<file path="src/hw/rtl/tcw_pkg.sv">
// Shared types and constants for the text console writer.
// Depends on nothing; every other file of the block depends on it.
package tcw_pkg;

    localparam int CMD_W    = 3;
    localparam int CHAR_W   = 8;
    localparam int ATTR_W   = 8;
    localparam int INDEX_W  = 11;
    localparam int OFFSET_W = 11;
    localparam int PADDR_W  = 3;
    localparam int PDATA_W  = 32;

    localparam logic [CMD_W-1:0] CMD_PUT_CHAR  = 3'd0;
    localparam logic [CMD_W-1:0] CMD_NEWLINE   = 3'd1;
    localparam logic [CMD_W-1:0] CMD_BACKSPACE = 3'd2;
    localparam logic [CMD_W-1:0] CMD_CLEAR     = 3'd3;
    localparam logic [CMD_W-1:0] CMD_READ_CELL = 3'd4;

    // register index = paddr[2]
    localparam logic REG_TEXT_ATTR  = 1'b0;
    localparam logic REG_BLANK_ATTR = 1'b1;

    localparam logic [CHAR_W-1:0] BLANK_CHAR      = 8'h20;
    localparam logic [ATTR_W-1:0] ATTR_RESET      = 8'h07;

    typedef struct packed {
        logic [ATTR_W-1:0] attr;
        logic [CHAR_W-1:0] ch;
    } cell_t;

    typedef struct packed {
        logic [ATTR_W-1:0] text_attr;
        logic [ATTR_W-1:0] blank_attr;
    } cfg_t;

    typedef enum logic [2:0] {
        ST_INIT,
        ST_IDLE,
        ST_EXEC,
        ST_SCROLL,
        ST_DRAIN,
        ST_BLANK,
        ST_CLEAR,
        ST_RESP
    } state_t;

    localparam cell_t RESET_BLANK = '{attr: ATTR_RESET, ch: BLANK_CHAR};

endpackage

</file>
<file path="src/hw/rtl/tcw_cfg.sv">
// APB-style configuration registers: text and blank attributes.
// Depends on tcw_pkg.
module tcw_cfg (
    input  logic                          clk,
    input  logic                          rst_n,
    input  logic                          psel,
    input  logic                          penable,
    input  logic                          pwrite,
    input  logic [tcw_pkg::PADDR_W-1:0]   paddr,
    input  logic [tcw_pkg::PDATA_W-1:0]   pwdata,
    output logic [tcw_pkg::PDATA_W-1:0]   prdata,
    output logic                          pready,
    output tcw_pkg::cfg_t                 cfg
);
    import tcw_pkg::*;

    logic [ATTR_W-1:0] text_attr_reg;
    logic [ATTR_W-1:0] blank_attr_reg;
    logic              wr_en;
    logic              reg_sel;

    assign pready  = 1'b1;
    assign wr_en   = psel & penable & pwrite;
    assign reg_sel = paddr[2];

    always_ff @(posedge clk or negedge rst_n)
    begin
        if (!rst_n)
        begin
            text_attr_reg  <= ATTR_RESET;
            blank_attr_reg <= ATTR_RESET;
        end
        else if (wr_en)
        begin
            if (reg_sel == REG_TEXT_ATTR)
                text_attr_reg <= pwdata[ATTR_W-1:0];
            else
                blank_attr_reg <= pwdata[ATTR_W-1:0];
        end
    end

    always_comb
    begin
        prdata = '0;
        if (reg_sel == REG_TEXT_ATTR)
            prdata[ATTR_W-1:0] = text_attr_reg;
        else
            prdata[ATTR_W-1:0] = blank_attr_reg;
    end

    assign cfg = '{text_attr: text_attr_reg, blank_attr: blank_attr_reg};

endmodule

</file>
<file path="config.mk">
export PLATFORM = sky130hd
export DESIGN_NAME = tcw_cfg
export DESIGN_NICKNAME = d
export VERILOG_FILES = /design/src/hw/rtl/tcw_pkg.sv /design/src/hw/rtl/tcw_cfg.sv
export SDC_FILE = /design/constraint.sdc
export NUM_CORES = 1
export LEC_CHECK = 0
export ABC_AREA = 1
export ABC_CLOCK_PERIOD_IN_PS = 2050
export BUFFER_PORTS_ARGS = -buffer_cell sky130_fd_sc_hd__clkbuf_2
export CAP_MARGIN = 25
export CORE_MARGIN = 4
export CORE_UTILIZATION = 25
export CTS_BUF_LIST = sky130_fd_sc_hd__clkbuf_4 sky130_fd_sc_hd__clkbuf_8
export DETAILED_ROUTE_END_ITERATION = 8
export HOLD_SLACK_MARGIN = 0.15
export PLACE_DENSITY_LB_ADDON = 0.05
export SLEW_MARGIN = 20
export SYNTH_ARGS = -nofsm -noshare
export SYNTH_HDL_FRONTEND = slang
export SYNTH_SLANG_ARGS = --single-unit
</file>
<file path="constraint.sdc">
create_clock -name clk -period 2.05 [get_ports clk]
set_clock_uncertainty 0.05 [all_clocks]
set_input_delay 0.205 -clock clk [delete_from_list [all_inputs] [get_ports clk]]
set_output_delay 0.205 -clock clk [all_outputs]
set_load 0.1 [all_outputs]
</file>
==> flow_summary.yaml, run 1 <==
min_path:
  hold_class: "in2reg"
  hp-start: "pwdata[5]"
place:
  place_inst: 205
  io_buffer_count: 37
  gp_congestion: 0.669
  dp_hpwl_mm: 1.73
route:
  via_per_inst: 3.92
  firstDrtPassIters: 4
  drc_errors: 0
  drt_iter0_markers: 28
  drtAntennaViolNets: 0
  wire_per_inst_microns: 11.0
  wirelength_mm: 2.35
  dr_total_vias: 839
timing:
  finalCriticalPeriod_ns: 1.51
  worst_pin_slew_ns: 0.543
  grt_setup_unrepaired: "false"
  fmax_mhz: 664
  fin_tns_setup_ns: 0
  relSlewSlack: 0.639
  min_period_over_period: 0.735
  hold_viol: 0
  slew_violations: 0
  setup_violations: 0
layout:
  fin_nets: 207
  layout_common_cells: "nand2_1 (57), clkbuf_2 (29), conb_1 (25)"
  drive_above_1_share: 0.313
  area.growth.synth_to_final_pct: 26.5
  final_common_cell: "nand2_1"
  diodes: 0
  final_cells: 214
synthesis:
  ys_seq_area_frac: 0.426
  ys_ff_latch: 16
  mappedNetlistArea_sq_um: 957
  synth_top_cell_by_area: "dfrtp_1"
  ys_warn_count: 0
  synth_top_area_share: 0.261
  syn_inst: 125
  syn_avg_cell_area_sq_um: 7.66
  ys_top_cells_by_area: "dfrtp_1 (26%), nand2_1 (22%), buf_4 (20%)"
  ys_types: 11
pwr:
  p_leak_nw: 0.708
  clock_power_share: 0.153
  p_per_area_mw_per_mm2: 1500
  irDropWorstVdd_mv: 0.492
  p_sw_frac: 0.620
  combPwrFrac: 0.605
  power.internal_uw: 689
  pwr-share-seq: 0.242
  power.switching_mw: 1.12
setup_path:
  critPathSlowestCell: "dfstp_2"
  cp_cell_sequence: "clkbuf_2"
  worstSetupPathType: "reg2out"
  startpoint_type: "flop"
  slowest_delay_ns: 0.55
  cp_top_family: "flip-flops"
  path_max_fanout: 3
  path_buf_inv: 1
  cp.required_ns: 1.79
  startpoint: "blank_attr_reg[2]"
  reg2reg_from: "blank_attr_reg[2]"
  crit_arrival_ns: 1.25
  end_kind: "primary output"
die:
  die-area_sq_mm: 0.00488
  die_y_microns: 69.9
  start_util: 0.259
  ios: 89
  rows: 22
  dieWidth_microns: 69.9
  core-area_sq_mm: 0.00369
global_routing:
  grt_max_degree: 18
  first_global_vias: 819
  grt_pass1_wl_mm: 3.92
  grt_antenna_before_repair: 0
  grt_util_all_layers: 0.100
  grt_overflow: 0
status:
  status: "completed"
clocking:
  cts-buffers-inserted: 3
  tritoncts: "yes"
  root_buffer: "clkbuf_8"
  clk_latency_ns: 0.24
  postCtsSetupBuffers: 0
  clk_pin_slew_ns: 0.06
  h-tree-depth: 1
  cts_sinks: 16
  clk_path_buf_depth: 2
run:
  drv_cap: 0
-- power by group through the flow --
stage	Sequential [mW]	Clock, mW	Combinational (mW)
2_1_floorplan	0.882	0	0.546
3_3_place_gp	0.444	0	1.09
3_5_place_dp	0.445	0	1.10
4_1_cts	0.440	0.288	1.10
5_1_grt	0.447	0.302	1.14
6_report	0.438	0.277	1.10
-- cells by family (layout without fill, tap and decap cells) --
family / count (synthesis) / in the layout / share of synthesized area
other: 2 / 25 / 0.00785
DFF: 16 / 16 / 0.426
and+or+nand+nor: 76 / 76 / 0.339
buffers and inverters: 31 / 49 / 0.227
-- cell usage after synthesis --
library cell / number
buf_2: 3
buf_4: 26
conb_1: 2
dfrtp_1: 10
dfstp_2: 6
inv_2: 2
nand2_1: 57
nand3_1: 16
nand4_1: 1
nand4_2: 1
nor2_4: 1
-- tightest hold or removal path: cells and delay by family --
kind / cells / cell delay (ns)
buf+inv: 1 / 0.09
simple gates: 2 / 0.12
-- metal layers --
layer	track usage	vias up	routed length [microns]
met3	0.0230	2	213
met2	0.167	39	1100
met4	0.0447	0	24
met5	0	-	0
met1	0.123	376	1010
li1	-	422	-
-- layout make-up --
type	instances	area (sq um)
Sequential cell	16	408
Fill cell	431	2480
Clock buffer	4	55.1
Inverter	2	7.51
Multi-Input combinational cell	101	418
Tap cell	48	60.1
Timing Repair Buffer	43	263
-- per-stage QoR --
step / worst slack, ns / util / cell area [sq um] / power [mW] / hold WS, ns
after floorplan: 0.0901 / - / 1040 / 1.43 / -0.141
after global placement: 0.643 / 0.300 / 1110 / 1.54 / 0.115
after detailed placement: 0.645 / 0.300 / 1110 / 1.54 / 0.120
after CTS: 0.532 / 0.328 / 1210 / 1.83 / 0.150
after global routing: 0.513 / 0.328 / 1210 / 1.89 / 0.181
final: 0.543 / 0.328 / 1210 / 1.81 / 0.154
-- path summary, 6_finish.rpt --
check	endpoint	slack [ns]	depth (start not counted)
worst max-delay path	cfg[2]	0.54	1
worst min-delay path	blank_attr_reg[5]	0.15	3
worst max register to register	blank_attr_reg[2]	1.27	2
min in group asynchronous	text_attr_reg[6]	0.38	2
worst min register to register	text_attr_reg[1]	0.42	2
max in group asynchronous	text_attr_reg[1]	1.25	2
-- what timing repair did --
item,in CTS,in global routing
resized for setup,0,0
hold buffers,5,0
hold endpoints to repair,17,0
Power figures use the tool's default switching activity.
==> run 2: changes to the inputs <==
Settings changed: ABC_AREA 1 to 0, ABC_CLOCK_PERIOD_IN_PS 2050 to 1370.
Clock period 2.05 ns to 1.37 ns, I/O delays scaled along.
==> run 2 against run 1 <==
  * The run now ends with negative setup slack left
  * Design area increased by 30%
  * Synthesized area decreased by 2.9%
  * Via count decreased by 20%
  * Sequential power increased by 63%
  * Clock power increased by 37%
  * Global-route usage decreased by 0.57 points
  * Synthesized cell count decreased by 44%
  * Critical path depth increased by 1
  * Sequential share of layout area decreased by 5.6 points
  * Wire length decreased by 12%
==> flow_summary.yaml, run 2 <==
pwr:
  combPwrFrac: 0.691
  p_total_mw: 3.54
  p_leak_nw: 0.752
  irDropWorstVdd_mv: 1.08
  p_per_area_mw_per_mm2: 2250
  clock_power_share: 0.107
  pwr-share-seq: 0.202
  p_sw_frac: 0.556
  power.internal_mw: 1.57
  power.switching_mw: 1.97
global_routing:
  first_global_vias: 744
  grt_antenna_before_repair: 0
  grt_max_degree: 17
  grt_pass1_wl_mm: 3.33
  grt_util_all_layers: 0.0948
  grt_overflow: 0
route:
  drt_iter0_markers: 7
  drtAntennaViolNets: 0
  firstDrtPassIters: 2
  drc_errors: 0
  dr_total_vias: 669
  wirelength_mm: 2.07
  via_per_inst: 3.89
  wire_per_inst_microns: 12.0
setup_path:
  crit_arrival_ns: 1.18
  startpoint_type: "flop"
  path_buf_inv: 1
  ff2ff_setup_slack_ns: 0.39
  cp_top_family: "flip-flops"
  cp.depth: 2
  worstSetupPathType: "reg2out"
  rr_worst_depth: 2
  slowest_delay_ns: 0.61
  endpoint: "prdata[0]"
  critPathSlowestCell: "dfstp_4"
  startpoint: "text_attr_reg[0]"
  cp.required_ns: 1.18
  cp_cell_sequence: "mux2_4 -> buf_12"
  r2r_end: "text_attr_reg[0]"
  end_kind: "primary output"
  path_max_fanout: 2
  reg2reg_from: "text_attr_reg[0]"
layout:
  final_common_cell: "conb_1"
  nFillCells: 330
  diodes: 0
  drive_above_1_share: 0.730
  layout_common_cells: "conb_1 (25), buf_4 (18), mux2_2 (17)"
  fin_nets: 167
  area.growth.synth_to_final_pct: 69.4
synthesis:
  syn_avg_cell_area_sq_um: 13.3
  synth_top_area_share: 0.291
  ys_seq_area_frac: 0.439
  synth_top_cell_by_area: "mux2_2"
  ys_top_cells_by_area: "mux2_2 (29%), dfrtp_1 (27%), buf_4 (20%)"
  synth_edf_count: 0
  async_reset_ff_frac: 1.00
  synth_common_cells: "buf_4 (25), mux2_2 (24), dfrtp_1 (10)"
  synth_ff_type: "dfrtp_1"
  ys_warn_count: 0
  mappedNetlistArea_sq_um: 930
  ys_types: 8
  ys_ff_latch: 16
  syn_inst: 70
  synth_most_common_cell: "buf_4"
clocking:
  clk_path_buf_depth: 2
  clk_pin_slew_ns: 0.07
  cts_sinks: 16
  root_buffer: "clkbuf_8"
  h-tree-depth: 1
  cts-buffers-inserted: 3
  tritoncts: "yes"
  clk_latency_ns: 0.25
die:
  ios: 89
  start_util: 0.268
  rows: 21
  die-area_sq_mm: 0.00476
  die_y_microns: 69.0
  dieWidth_microns: 69.0
  core-area_sq_mm: 0.00347
timing:
  fin_tns_setup_ns: -0.00164
  slew_violations: 0
  setup_violations: 1
  hold_viol: 0
  min_period_over_period: 1.00
  finalCriticalPeriod_ns: 1.37
  fmax_mhz: 729
  whs_ns: 0.308
  grt_setup_unrepaired: "true"
  setup_ws_ns: -0.00164
run:
  drv_cap: 0
place:
  dp_slack_ns: 0.183
  io_buffer_count: 37
  gp_congestion: 0.652
  dp_hpwl_mm: 1.58
min_path:
  hold_class: "in2async"
status:
  violations: "negative setup slack"
  status: "finished, violations left"
[run 2: cell types whose count changed in the layout (fill, tap and decap cells not counted), moves of 10 or more]
cell / before / now
mux2_2: 0 / 17
dfrtp_1: 10 / 0
clkbuf_2: 29 / 13
nand3_1: 16 / 0
dfrtp_2: 0 / 10
buf_12: 0 / 15
nand2_1: 57 / 0
[run 2: stage by stage]
stage | util | std cells | instance area (sq um)
2_1_floorplan | - | 93 | 1080
3_3_place_gp | 0.401 | 153 | 1390
3_5_place_dp | 0.401 | 153 | 1390
4_1_cts | 0.454 | 172 | 1580
5_1_grt | 0.454 | 172 | 1580
6_report | 0.454 | 172 | 1580
[run 2: cell type report]
type,instances,area [sq um],share of cell area
multi-input combinational,51,435,0.276
tap,46,57.6,0.0365
sequential,16,443,0.281
clock buffer,4,48.8,0.0310
timing repair buffer,55,591,0.375
[run 2: worst min-delay path by stage]
stage	endpoint	cells past startpoint	slack [ns]	from
2_1_floorplan	blank_attr_reg[3]	0	-0.21	rst_n
5_1_grt	text_attr_reg[7]	2	0.33	rst_n
3_3_place_gp	text_attr_reg[4]	1	0.04	rst_n
6_report	text_attr_reg[3]	2	0.31	rst_n
3_5_place_dp	text_attr_reg[3]	1	0.04	rst_n
4_1_cts	text_attr_reg[7]	2	0.30	rst_n
[run 2: power groups by stage]
stage | registers, mW | logic (mW) | clock network [mW]
floorplan | 1.51 | 1.00 | 0
CTS | 0.717 | 2.46 | 0.401
global placement | 0.755 | 2.34 | 0
detailed placement | 0.758 | 2.35 | 0
finish | 0.715 | 2.44 | 0.379
global route | 0.735 | 2.51 | 0.422
[run 2: routing by layer]
metal | vias to the layer above | share of wire | global-route usage | wire, microns
li1 | 303 | - | - | -
met3 | 4 | 0.12 | 0.0243 | 249
met4 | 0 | 0.0082 | 0.0438 | 17
met5 | - | 0 | 0 | 0
met1 | 320 | 0.40 | 0.117 | 819
met2 | 42 | 0.48 | 0.154 | 983
[run 2: cells by family after synthesis]
family / share of synthesized area
AND/OR/NAND/NOR: 0.0484
other: 0.00808
buffers and inverters: 0.214
flip-flops: 0.439
multiplexers: 0.291
[run 2: timing repair]
action | CTS | global route
endpoints found under the setup margin | 3 | 3
hold buffers | 9 | 0
buffers inserted | 6 | 0
resized for setup | 0 | 0
gates cloned | 0 | 0
endpoints found under the hold margin | 32 | 0
