**config.mk**
```make
export PLATFORM = sky130hd
export DESIGN_NAME = tcw_ctrl_flat
export DESIGN_NICKNAME = d
export VERILOG_FILES = /design/src/hw/rtl/tcw_pkg.sv /design/src/hw/rtl/tcw_if.sv /design/src/hw/rtl/tcw_ctrl.sv /design/src/flat_wrapper.sv
export SDC_FILE = /design/constraint.sdc
export NUM_CORES = 1
export LEC_CHECK = 0
export BUFFER_PORTS_ARGS = -buffer_cell sky130_fd_sc_hd__buf_2
export CAP_MARGIN = 5
export CORE_MARGIN = 3
export CORE_UTILIZATION = 46
export DETAILED_ROUTE_END_ITERATION = 8
export PLACE_DENSITY = 0.77
export SETUP_SLACK_MARGIN = 0.3
export SYNTH_ARGS = -nofsm -noshare
export SYNTH_HDL_FRONTEND = slang
export SYNTH_SLANG_ARGS = --single-unit
```
**constraint.sdc**
```tcl
create_clock -name clk -period 6.1 [get_ports clk]
set_input_delay 0.61 -clock clk [delete_from_list [all_inputs] [get_ports clk]]
set_output_delay 0.61 -clock clk [all_outputs]
set_load 0.02 [all_outputs]
```
**src/hw/rtl/tcw_pkg.sv**
```systemverilog
// Shared types and constants for the text console writer.
// Depends on nothing; every other file of the block depends on it.
package tcw_pkg;

    localparam int CMD_W    = 3;
    localparam int CHAR_W   = 8;
    localparam int ATTR_W   = 8;
    localparam int INDEX_W  = 11;
    localparam int OFFSET_W = 11;
    localparam int PADDR_W  = 3;
    localparam int PDATA_W  = 32;

    localparam logic [CMD_W-1:0] CMD_PUT_CHAR  = 3'd0;
    localparam logic [CMD_W-1:0] CMD_NEWLINE   = 3'd1;
    localparam logic [CMD_W-1:0] CMD_BACKSPACE = 3'd2;
    localparam logic [CMD_W-1:0] CMD_CLEAR     = 3'd3;
    localparam logic [CMD_W-1:0] CMD_READ_CELL = 3'd4;

    // register index = paddr[2]
    localparam logic REG_TEXT_ATTR  = 1'b0;
    localparam logic REG_BLANK_ATTR = 1'b1;

    localparam logic [CHAR_W-1:0] BLANK_CHAR      = 8'h20;
    localparam logic [ATTR_W-1:0] ATTR_RESET      = 8'h07;

    typedef struct packed {
        logic [ATTR_W-1:0] attr;
        logic [CHAR_W-1:0] ch;
    } cell_t;

    typedef struct packed {
        logic [ATTR_W-1:0] text_attr;
        logic [ATTR_W-1:0] blank_attr;
    } cfg_t;

    typedef enum logic [2:0] {
        ST_INIT,
        ST_IDLE,
        ST_EXEC,
        ST_SCROLL,
        ST_DRAIN,
        ST_BLANK,
        ST_CLEAR,
        ST_RESP
    } state_t;

    localparam cell_t RESET_BLANK = '{attr: ATTR_RESET, ch: BLANK_CHAR};

endpackage

```
**src/hw/rtl/tcw_if.sv**
```systemverilog
// Valid/ready channel interfaces for console commands and results.
// Depends on tcw_pkg for field widths.
interface tcw_cmd_if;
    logic                         valid;
    logic                         ready;
    logic [tcw_pkg::CMD_W-1:0]    command;
    logic [tcw_pkg::CHAR_W-1:0]   char_code;
    logic [tcw_pkg::INDEX_W-1:0]  cell_index;

    modport source (output valid, command, char_code, cell_index, input ready);
    modport sink   (input valid, command, char_code, cell_index, output ready);
endinterface

interface tcw_res_if;
    logic                         valid;
    logic                         ready;
    logic [tcw_pkg::OFFSET_W-1:0] cursor_offset;
    logic [tcw_pkg::CHAR_W-1:0]   cell_char;
    logic [tcw_pkg::ATTR_W-1:0]   cell_attribute;

    modport source (output valid, cursor_offset, cell_char, cell_attribute, input ready);
    modport sink   (input valid, cursor_offset, cell_char, cell_attribute, output ready);
endinterface

```
**src/hw/rtl/tcw_ctrl.sv**
```systemverilog
// Command sequencer: cursor, store sweeps (init, clear, scroll) and result register.
// Depends on tcw_pkg and tcw_if; drives the ports of tcw_screen_mem.
module tcw_ctrl #(
    parameter int COLUMNS = 80,
    parameter int ROWS    = 25,
    parameter int AW      = 11
) (
    input  logic              clk,
    input  logic              rst_n,
    input  tcw_pkg::cfg_t     cfg,
    tcw_cmd_if.sink           cmd,
    tcw_res_if.source         res,
    output logic              mem_we,
    output logic [AW-1:0]     mem_waddr,
    output tcw_pkg::cell_t    mem_wdata,
    output logic              mem_re,
    output logic [AW-1:0]     mem_raddr,
    input  tcw_pkg::cell_t    mem_rdata
);
    import tcw_pkg::*;

    localparam int TOTAL = COLUMNS * ROWS;
    localparam int IW    = $clog2(TOTAL + 1);
    localparam int CW    = $clog2(COLUMNS);
    localparam int XW    = (IW > INDEX_W) ? IW : INDEX_W;

    localparam logic [IW-1:0] CUR_TOTAL  = IW'(TOTAL);
    localparam logic [IW-1:0] CUR_COLS   = IW'(COLUMNS);
    localparam logic [IW-1:0] CUR_LASTROW = IW'(TOTAL - COLUMNS);
    localparam logic [AW-1:0] A_LAST     = AW'(TOTAL - 1);
    localparam logic [AW-1:0] A_COLS     = AW'(COLUMNS);
    localparam logic [AW-1:0] A_LASTROW  = AW'(TOTAL - COLUMNS);
    localparam logic [CW-1:0] COL_MAX    = CW'(COLUMNS - 1);
    localparam logic [XW-1:0] X_TOTAL    = XW'(TOTAL);

    state_t               state_reg, state_next;
    logic [IW-1:0]        cursor_reg, cursor_next;
    logic [CW-1:0]        col_reg, col_next;
    logic [AW-1:0]        sweep_reg, sweep_next;
    logic                 pipe_valid_reg, pipe_valid_next;
    logic [AW-1:0]        pipe_addr_reg, pipe_addr_next;
    logic [CMD_W-1:0]     cmd_reg, cmd_next;
    logic [CHAR_W-1:0]    char_reg, char_next;
    logic [INDEX_W-1:0]   idx_reg, idx_next;
    logic                 rd_hit_reg, rd_hit_next;
    logic                 out_valid_reg, out_valid_next;
    logic [OFFSET_W-1:0]  out_cursor_reg, out_cursor_next;
    logic [CHAR_W-1:0]    out_char_reg, out_char_next;
    logic [ATTR_W-1:0]    out_attr_reg, out_attr_next;

    logic  accept;
    logic  sweep_last;
    logic  pending;
    logic  idx_ok;
    logic  out_free;
    cell_t blank_cell;

    assign accept     = cmd.valid & cmd.ready;
    assign sweep_last = (sweep_reg == A_LAST);
    assign pending    = (cursor_reg == CUR_TOTAL);
    assign idx_ok     = (XW'(idx_reg) < X_TOTAL);
    assign out_free   = ~out_valid_reg | res.ready;
    assign blank_cell = '{attr: cfg.blank_attr, ch: BLANK_CHAR};

    assign cmd.ready          = (state_reg == ST_IDLE);
    assign res.valid          = out_valid_reg;
    assign res.cursor_offset  = out_cursor_reg;
    assign res.cell_char      = out_char_reg;
    assign res.cell_attribute = out_attr_reg;

    always_comb
    begin
        state_next = state_reg;
        case (state_reg)
            ST_INIT:
                if (sweep_last)
                    state_next = ST_IDLE;
            ST_IDLE:
                if (accept)
                    state_next = ST_EXEC;
            ST_EXEC:
                case (cmd_reg)
                    CMD_PUT_CHAR: state_next = pending ? ST_SCROLL : ST_RESP;
                    CMD_CLEAR:    state_next = ST_CLEAR;
                    default:      state_next = ST_RESP;
                endcase
            ST_SCROLL:
                if (sweep_last)
                    state_next = ST_DRAIN;
            ST_DRAIN:
                state_next = ST_BLANK;
            ST_BLANK:
                if (sweep_last)
                    state_next = ST_EXEC;
            ST_CLEAR:
                if (sweep_last)
                    state_next = ST_RESP;
            ST_RESP:
                if (out_free)
                    state_next = ST_IDLE;
            default:
                state_next = ST_INIT;
        endcase
    end

    always_comb
    begin
        cursor_next     = cursor_reg;
        col_next        = col_reg;
        sweep_next      = sweep_reg;
        pipe_valid_next = pipe_valid_reg;
        pipe_addr_next  = pipe_addr_reg;
        cmd_next        = cmd_reg;
        char_next       = char_reg;
        idx_next        = idx_reg;
        rd_hit_next     = rd_hit_reg;
        out_valid_next  = out_valid_reg & ~res.ready;
        out_cursor_next = out_cursor_reg;
        out_char_next   = out_char_reg;
        out_attr_next   = out_attr_reg;
        mem_we          = 1'b0;
        mem_waddr       = sweep_reg;
        mem_wdata       = blank_cell;
        mem_re          = 1'b0;
        mem_raddr       = sweep_reg;

        case (state_reg)
            ST_INIT:
            begin
                // reset content is fixed, whatever the register holds by now
                mem_we     = 1'b1;
                mem_wdata  = RESET_BLANK;
                sweep_next = sweep_reg + 1'b1;
            end
            ST_IDLE:
                if (accept)
                begin
                    cmd_next  = cmd.command;
                    char_next = cmd.char_code;
                    idx_next  = cmd.cell_index;
                end
            ST_EXEC:
            begin
                rd_hit_next = 1'b0;
                case (cmd_reg)
                    CMD_PUT_CHAR:
                        if (pending)
                        begin
                            sweep_next      = A_COLS;
                            pipe_valid_next = 1'b0;
                        end
                        else
                        begin
                            mem_we      = 1'b1;
                            mem_waddr   = cursor_reg[AW-1:0];
                            mem_wdata   = '{attr: cfg.text_attr, ch: char_reg};
                            cursor_next = cursor_reg + 1'b1;
                            col_next    = (col_reg == COL_MAX) ? '0 : col_reg + 1'b1;
                        end
                    CMD_NEWLINE:
                    begin
                        if (!pending)
                            cursor_next = cursor_reg - IW'(col_reg) + CUR_COLS;
                        col_next = '0;
                    end
                    CMD_BACKSPACE:
                        if (cursor_reg != '0)
                        begin
                            cursor_next = cursor_reg - 1'b1;
                            col_next    = (col_reg == '0) ? COL_MAX : col_reg - 1'b1;
                            mem_we      = 1'b1;
                            mem_waddr   = AW'(cursor_reg - 1'b1);
                        end
                    CMD_CLEAR:
                        sweep_next = '0;
                    CMD_READ_CELL:
                    begin
                        rd_hit_next = idx_ok;
                        mem_re      = idx_ok;
                        mem_raddr   = AW'(idx_reg);
                    end
                    default:
                    begin
                    end
                endcase
            end
            ST_SCROLL:
            begin
                // read cell i, write it one row up on the next cycle
                mem_re          = 1'b1;
                pipe_valid_next = 1'b1;
                pipe_addr_next  = sweep_reg - A_COLS;
                mem_we          = pipe_valid_reg;
                mem_waddr       = pipe_addr_reg;
                mem_wdata       = mem_rdata;
                sweep_next      = sweep_reg + 1'b1;
            end
            ST_DRAIN:
            begin
                mem_we     = 1'b1;
                mem_waddr  = pipe_addr_reg;
                mem_wdata  = mem_rdata;
                sweep_next = A_LASTROW;
            end
            ST_BLANK:
            begin
                mem_we     = 1'b1;
                sweep_next = sweep_reg + 1'b1;
                if (sweep_last)
                begin
                    cursor_next = CUR_LASTROW;
                    col_next    = '0;
                end
            end
            ST_CLEAR:
            begin
                mem_we     = 1'b1;
                sweep_next = sweep_reg + 1'b1;
                if (sweep_last)
                begin
                    cursor_next = '0;
                    col_next    = '0;
                end
            end
            ST_RESP:
                if (out_free)
                begin
                    out_valid_next  = 1'b1;
                    out_cursor_next = OFFSET_W'(cursor_reg);
                    out_char_next   = rd_hit_reg ? mem_rdata.ch : '0;
                    out_attr_next   = rd_hit_reg ? mem_rdata.attr : '0;
                end
            default:
            begin
            end
        endcase
    end

    always_ff @(posedge clk or negedge rst_n)
    begin
        if (!rst_n)
        begin
            state_reg      <= ST_INIT;
            cursor_reg     <= '0;
            col_reg        <= '0;
            sweep_reg      <= '0;
            pipe_valid_reg <= 1'b0;
            out_valid_reg  <= 1'b0;
        end
        else
        begin
            state_reg      <= state_next;
            cursor_reg     <= cursor_next;
            col_reg        <= col_next;
            sweep_reg      <= sweep_next;
            pipe_valid_reg <= pipe_valid_next;
            out_valid_reg  <= out_valid_next;
        end
    end

    always_ff @(posedge clk)
    begin
        pipe_addr_reg  <= pipe_addr_next;
        cmd_reg        <= cmd_next;
        char_reg       <= char_next;
        idx_reg        <= idx_next;
        rd_hit_reg     <= rd_hit_next;
        out_cursor_reg <= out_cursor_next;
        out_char_reg   <= out_char_next;
        out_attr_reg   <= out_attr_next;
    end

endmodule

```
**src/flat_wrapper.sv**
```systemverilog
// flat-port wrapper written by rule: the top's interface ports become plain ports
module tcw_ctrl_flat import tcw_pkg::*;
#(
    parameter int COLUMNS = 80,
    parameter int ROWS    = 25,
    parameter int AW      = 11
)
  (clk, rst_n, cfg, mem_we, mem_waddr, mem_wdata, mem_re, mem_raddr, mem_rdata, cmd_valid, cmd_command, cmd_char_code, cmd_cell_index, cmd_ready, res_valid, res_cursor_offset, res_cell_char, res_cell_attribute, res_ready);
  tcw_cmd_if cmd_i ();
  tcw_res_if res_i ();
  input  logic clk;
  input  logic rst_n;
  input  tcw_pkg::cfg_t cfg;
  output logic mem_we;
  output logic [AW-1:0] mem_waddr;
  output tcw_pkg::cell_t mem_wdata;
  output logic mem_re;
  output logic [AW-1:0] mem_raddr;
  input  tcw_pkg::cell_t mem_rdata;
  input wire logic [$bits(cmd_i.valid)-1:0] cmd_valid;
  input wire logic [$bits(cmd_i.command)-1:0] cmd_command;
  input wire logic [$bits(cmd_i.char_code)-1:0] cmd_char_code;
  input wire logic [$bits(cmd_i.cell_index)-1:0] cmd_cell_index;
  output wire logic [$bits(cmd_i.ready)-1:0] cmd_ready;
  output wire logic [$bits(res_i.valid)-1:0] res_valid;
  output wire logic [$bits(res_i.cursor_offset)-1:0] res_cursor_offset;
  output wire logic [$bits(res_i.cell_char)-1:0] res_cell_char;
  output wire logic [$bits(res_i.cell_attribute)-1:0] res_cell_attribute;
  input wire logic [$bits(res_i.ready)-1:0] res_ready;
  assign cmd_i.valid = cmd_valid;
  assign cmd_i.command = cmd_command;
  assign cmd_i.char_code = cmd_char_code;
  assign cmd_i.cell_index = cmd_cell_index;
  assign cmd_ready = cmd_i.ready;
  assign res_valid = res_i.valid;
  assign res_cursor_offset = res_i.cursor_offset;
  assign res_cell_char = res_i.cell_char;
  assign res_cell_attribute = res_i.cell_attribute;
  assign res_i.ready = res_ready;
  tcw_ctrl #(.COLUMNS(COLUMNS), .ROWS(ROWS), .AW(AW)) u_core (.clk(clk), .rst_n(rst_n), .cfg(cfg), .cmd(cmd_i), .res(res_i), .mem_we(mem_we), .mem_waddr(mem_waddr), .mem_wdata(mem_wdata), .mem_re(mem_re), .mem_raddr(mem_raddr), .mem_rdata(mem_rdata));
endmodule
```
==> impl_metrics.tcl, run 1 <==
set metrics [dict create \
    status "completed" \
    synth_area_leaders "edfxtp_1, dfrtp_1, o21ai_0, ha_1, nand2_1" \
    grtUsageTotal_pct 23.1 \
    p_int_w 0.00102 \
    synth_cell_types 72 \
    avgViaCountPerCell 6.02 \
    clock-skew-final_ps 12.4 \
    wl_um 17700 \
    cts_setup_buffers 0 \
    vdd_drop_max_mv 0.108 \
    synthFlopType "edfxtp_1" \
    synth_nets 781 \
    yosys_warnings 0 \
    grt_util_met3_pct 4.50 \
    area_growth_syn_to_layout_pct 16.0 \
    setup_viol 0 \
    fin_util_pct 55.1 \
    placed_area_um2 7080 \
    cts_tree "yes" \
    grt_pass1_wl_um 27800 \
    initial_utilization_pct 47.5 \
    fin_area_um2 7380 \
    cts_made_buffers 9 \
    dr.first_iter.drc_count 789 \
    routabilityCongestion 0.930 \
    clk_latency_ps 360 \
    critPathRequiredTime_ps 5490 \
    antenna_found_initial 0 \
    setup_tns_ps 0 \
    top_usage_layer "met2" \
    hold_class "primary input to async pin" \
    arrival_ps 3840 \
    finalHoldViolCount 0 \
    crit_type "register to primary output" \
    die_h_um 124 \
    die_area_um2 15300 \
    ios 127 \
    cts_sinks 95 \
    cap_violations 0 \
    syn_area_um2 6370 \
    syn_avg_cell_area_um2 9.19 \
    clkPwrFrac_pct 45.0 \
    max_slew.worst_pin.slew_ps 1070 \
    maxSlewViolCount 0 \
    vias 5867 \
    p_sw_w 0.000287 \
    ys_ff_latch 95 \
    ant_nets 0 \
    ys_seq_area_share_pct 42.1 \
    pwr-share-comb_pct 2.9 \
    fillers 1184 \
    preCtsSetupSlack_ps 2170 \
    crit_path_start_kind "register" \
    path_clk_slew_ps 80 \
    seqPwrFrac_pct 52.1 \
    row_count 42 \
    grt_pass1_vias 5390 \
    root_buffer "clkbuf_16" \
    drt-pass1-iter-count 5 \
    cts_buffer_depth 2 \
    finalCritPeriodShare_pct 73.0 \
    layout_common_cells "buf_2, o21ai_0, nand2_1, edfxtp_1, nor2_1" \
    cp_max_fo 26 \
    rsz0062_at_grt "no" \
    dieWidth_um 124 \
    layout_commonest_cell "buf_2" \
    drc 0 \
    power.total_w 0.00131 \
    fmax_mhz 225 \
    grt_overflow 0 \
    postSynthCellCount 693 \
    cts_resized 0 \
    critPathCaptureType "primary output" \
    met1_usage_pct 33.1 \
    port_buffers 126 \
    coreArea_um2 13400 \
    relSlewSlack_pct 28.6 \
    cts_hold_buf 0 \
    netSwitchingFraction_pct 21.9 \
    synth_edf_count 61 \
    yosysTopAreaCellShare_pct 28.8 \
    fin_ws_ps 1650 \
    diodes 0 \
    power_density_nw_per_um2 177 \
    period_minus_slack_ps 4450 \
    grt_max_degree 35 \
    r2r_slack_ps 2600 \
    grt_use_met2_pct 34.9 \
    cts_max_level 3 \
    ys_async_sr_fraction_pct 35.8 \
    wire_per_inst_um 18.1 \
    hpwl_um 12700 \
    nNetsFinal 882 \
    drive_above_1_share_pct 22.3 \
    leakagePower_nw 3.04 \
    yosysTopAreaCell "edfxtp_1" \
]
## final cells by class
class                      instances  area (um^2)  share of cell area (%)
multi-input combinational        521         3370                    45.7
timing repair buffer             132          676                    9.15
sequential                        95         2680                    36.3
clock inverter                     7         77.6                    1.05
inverter                          35          131                    1.78
clock buffer                       9          225                    3.05
tap                              176          220                    2.98
## worst max-delay path: stages (launching register included)
cell and delay, ps:
dfrtp_1 820, inv_1 260, nand2_1 290, nand2_1 680, a31oi_2 830, a22oi_1 170
o21ai_0 200, buf_2 240
## power groups by stage
| stage | registers, W | clock network [W] | logic [W] |
|---|---|---|---|
| 2_1_floorplan | 0.000697 | 0 | 0.00000944 |
| 3_3_place_gp | 0.000697 | 0 | 0.0000380 |
| 3_5_place_dp | 0.000697 | 0 | 0.0000388 |
| 4_1_cts | 0.000683 | 0.000597 | 0.0000390 |
| 5_1_grt | 0.000682 | 0.000620 | 0.0000428 |
| 6_report | 0.000683 | 0.000589 | 0.0000385 |
## per-layer routing
metal / share of wire, % / wire [um] / vias to the layer above
met3: 9.2 / 1630 / 34
met5: 0 / 0 / -
met4: 2.1 / 365 / 0
met1: 44 / 7770 / 2756
met2: 45 / 7920 / 304
li1: - / - / 2773
## worst paths after layout
path	from	to	cells past startpoint
setup / recovery	u_core.state_reg[0]	mem_waddr[9]	7
hold / removal	rst_n	u_core.cursor_reg[1]	1
setup reg to reg	u_core.cursor_reg[9]	u_core.cursor_reg[10]	9
hold reg to reg	u_core.pipe_valid_reg	u_core.pipe_valid_reg	2
max in group asynchronous	rst_n	u_core.sweep_reg[5]	1
min in group clk	cmd_command[0]	u_core.cmd_reg[0]	1
## Yosys cell counts (8+ instances only)
cell	count
inv_1	35
o21ai_0	74
mux2_2	12
a22o_1	9
edfxtp_1	61
ha_1	29
clkbuf_1	27
nor3_1	14
dfrtp_1	34
and3_1	11
xnor2_1	8
xor2_1	9
a22oi_1	18
nor2_1	45
nand2_1	71
o31ai_1	9
nand3_1	19
a21oi_1	44
and2_1	19
nor2b_1	9
## cells by family (layout without fill, tap and decap cells)
logic type      count (synthesis)  after routing  synth area share [%]
flops                          95             95                  42.1
buf+inv                        77            183                  4.95
compound gates                222            222                  22.5
xor+xnor                       17             17                  2.34
fa+ha+maj                      30             30                  6.01
mux                            14             14                  2.44
simple gates                  238            238                  19.6
## through the flow
step           std cells  hold slack [ps]
2_1_floorplan        693              314
3_3_place_gp         959              519
3_5_place_dp         959              507
4_1_cts              975              405
5_1_grt              975              420
6_report             975              374
No activity file was read; power rests on OpenSTA's default activity.
==> run 2: changes to the inputs <==
==> constraint.sdc (replaced) <==
create_clock -name clk -period 4.5 [get_ports clk]
set_input_delay 0.45 -clock clk [delete_from_list [all_inputs] [get_ports clk]]
set_output_delay 0.45 -clock clk [all_outputs]
set_load 0.02 [all_outputs]
==> impl_metrics.tcl, run 2 (synthesized netlist as in run 1, its figures left out) <==
set metrics [dict create \
    status "completed" \
    cts_made_buffers 9 \
    drive_above_1_share_pct 22.7 \
    hpwl_um 12800 \
    max_slew.worst_pin.slew_ps 1060 \
    grt_pass1_wl_um 27700 \
    diodes 0 \
    clk_latency_ps 360 \
    crit_path_start_kind "register" \
    nNetsFinal 886 \
    period_minus_slack_ps 3850 \
    relSlewSlack_pct 29.7 \
    wire_per_inst_um 18.2 \
    leakagePower_nw 3.06 \
    coreArea_um2 13400 \
    wl_um 17800 \
    cts_tree "yes" \
    setup_viol 0 \
    routabilityCongestion 0.953 \
    vdd_drop_max_mv 0.144 \
    ios 127 \
    finalHoldViolCount 0 \
    cp_max_fo 10 \
    finalCritPeriodShare_pct 85.5 \
    drc 0 \
    grt_pass1_vias 5260 \
    critPathCaptureType "primary output" \
    row_count 42 \
    hold_class "primary input to async pin" \
    dr.first_iter.drc_count 868 \
    drt-pass1-iter-count 6 \
    layout_common_cells "buf_2, o21ai_0, nand2_1, edfxtp_1, nor2_1" \
    grtUsageTotal_pct 23.3 \
    ant_nets 0 \
    cts_max_level 3 \
    grt_max_degree 35 \
    cap_violations 0 \
    die_area_um2 15300 \
    cts_resized 0 \
    clock-skew-final_ps 10.2 \
    fmax_mhz 260 \
    layout_commonest_cell "buf_2" \
    initial_utilization_pct 47.5 \
    avgViaCountPerCell 5.99 \
    dieWidth_um 124 \
    antenna_found_initial 0 \
    multi_input_area_um2 3370 \
    hold_slack_ps 210 \
    maxSlewViolCount 0 \
    vias 5862 \
    grt_overflow 0 \
    power_density_nw_per_um2 232 \
    seq_area_um2 2680 \
    cts_setup_buffers 0 \
    cts_hold_buf 0 \
    path_clk_slew_ps 70 \
    arrival_ps 3400 \
    cts_buffer_depth 2 \
    die_h_um 124 \
    rsz0062_at_grt "no" \
    area_growth_syn_to_layout_pct 16.1 \
    port_buffers 126 \
    setup_tns_ps 0 \
    critPathRequiredTime_ps 4050 \
    crit_type "register to primary output" \
    root_buffer "clkbuf_16" \
    fillers 1209 \
    cts_sinks 95 \
]
## run 2: cell types whose count changed in the layout (fill, tap and decap cells not counted)
cell	delta
clkinv_4	+3
inv_6	-1
buf_4	+4
clkinvlp_4	-2
bufinv_16	-1
clkinv_2	+1
## run 2: power by group
part	switching (W)	internal, W
Sequential	0.0000000000000000000193	0.000926
Combinational	0.0000266	0.0000249
Clock	0.000354	0.000381
## run 2: path summary, 6_finish.rpt
check	startpoint	end	slack, ps	cells past startpoint
max	u_core.cursor_reg[9]	mem_waddr[7]	650	9
min	rst_n	u_core.col_reg[5]	210	1
max reg2reg	u_core.cursor_reg[9]	u_core.cursor_reg[10]	1100	9
min reg2reg	u_core.res.valid	u_core.res.valid	540	2
max in group asynchronous	rst_n	u_core.cursor_reg[7]	3740	1
min in group clk	cmd_cell_index[3]	u_core.idx_reg[3]	260	1
## run 2: area by class of cell
class,instances,share of cell area (%)
well taps,176,2.98
clock inverters,7,0.745
repair buffers,136,9.55
flip-flops and latches,95,36.3
inverters,35,1.78
clock buffers,9,3.05
multi-input cells,521,45.6
## run 2: metrics by stage
step	total power (W)	instances	instance area [um^2]	util, %	setup WS [ps]
detailed placement	0.000996	963	7110	53.1	1090
finish	0.00171	979	7390	55.2	652
global route	0.00176	979	7390	55.2	449
global placement	0.000995	963	7110	53.1	1180
CTS	0.00172	979	7390	55.2	694
floorplan	0.000957	693	6370	-	1450
## run 2: critical path, cell delays in order, from the launching register on
cell and delay (ps):
dfrtp_1 500, inv_1 260, ha_1 230, or4b_4 490
nor3b_1 180, o21ai_0 190, a31oi_2 640, a22oi_1 150
o21ai_0 170, buf_2 230
## run 2: per-layer routing
layer	track usage (%)	wire (um)
met5	0	0
met4	8.30	332
met3	3.63	1650
met2	35.2	8150
met1	34.0	7710
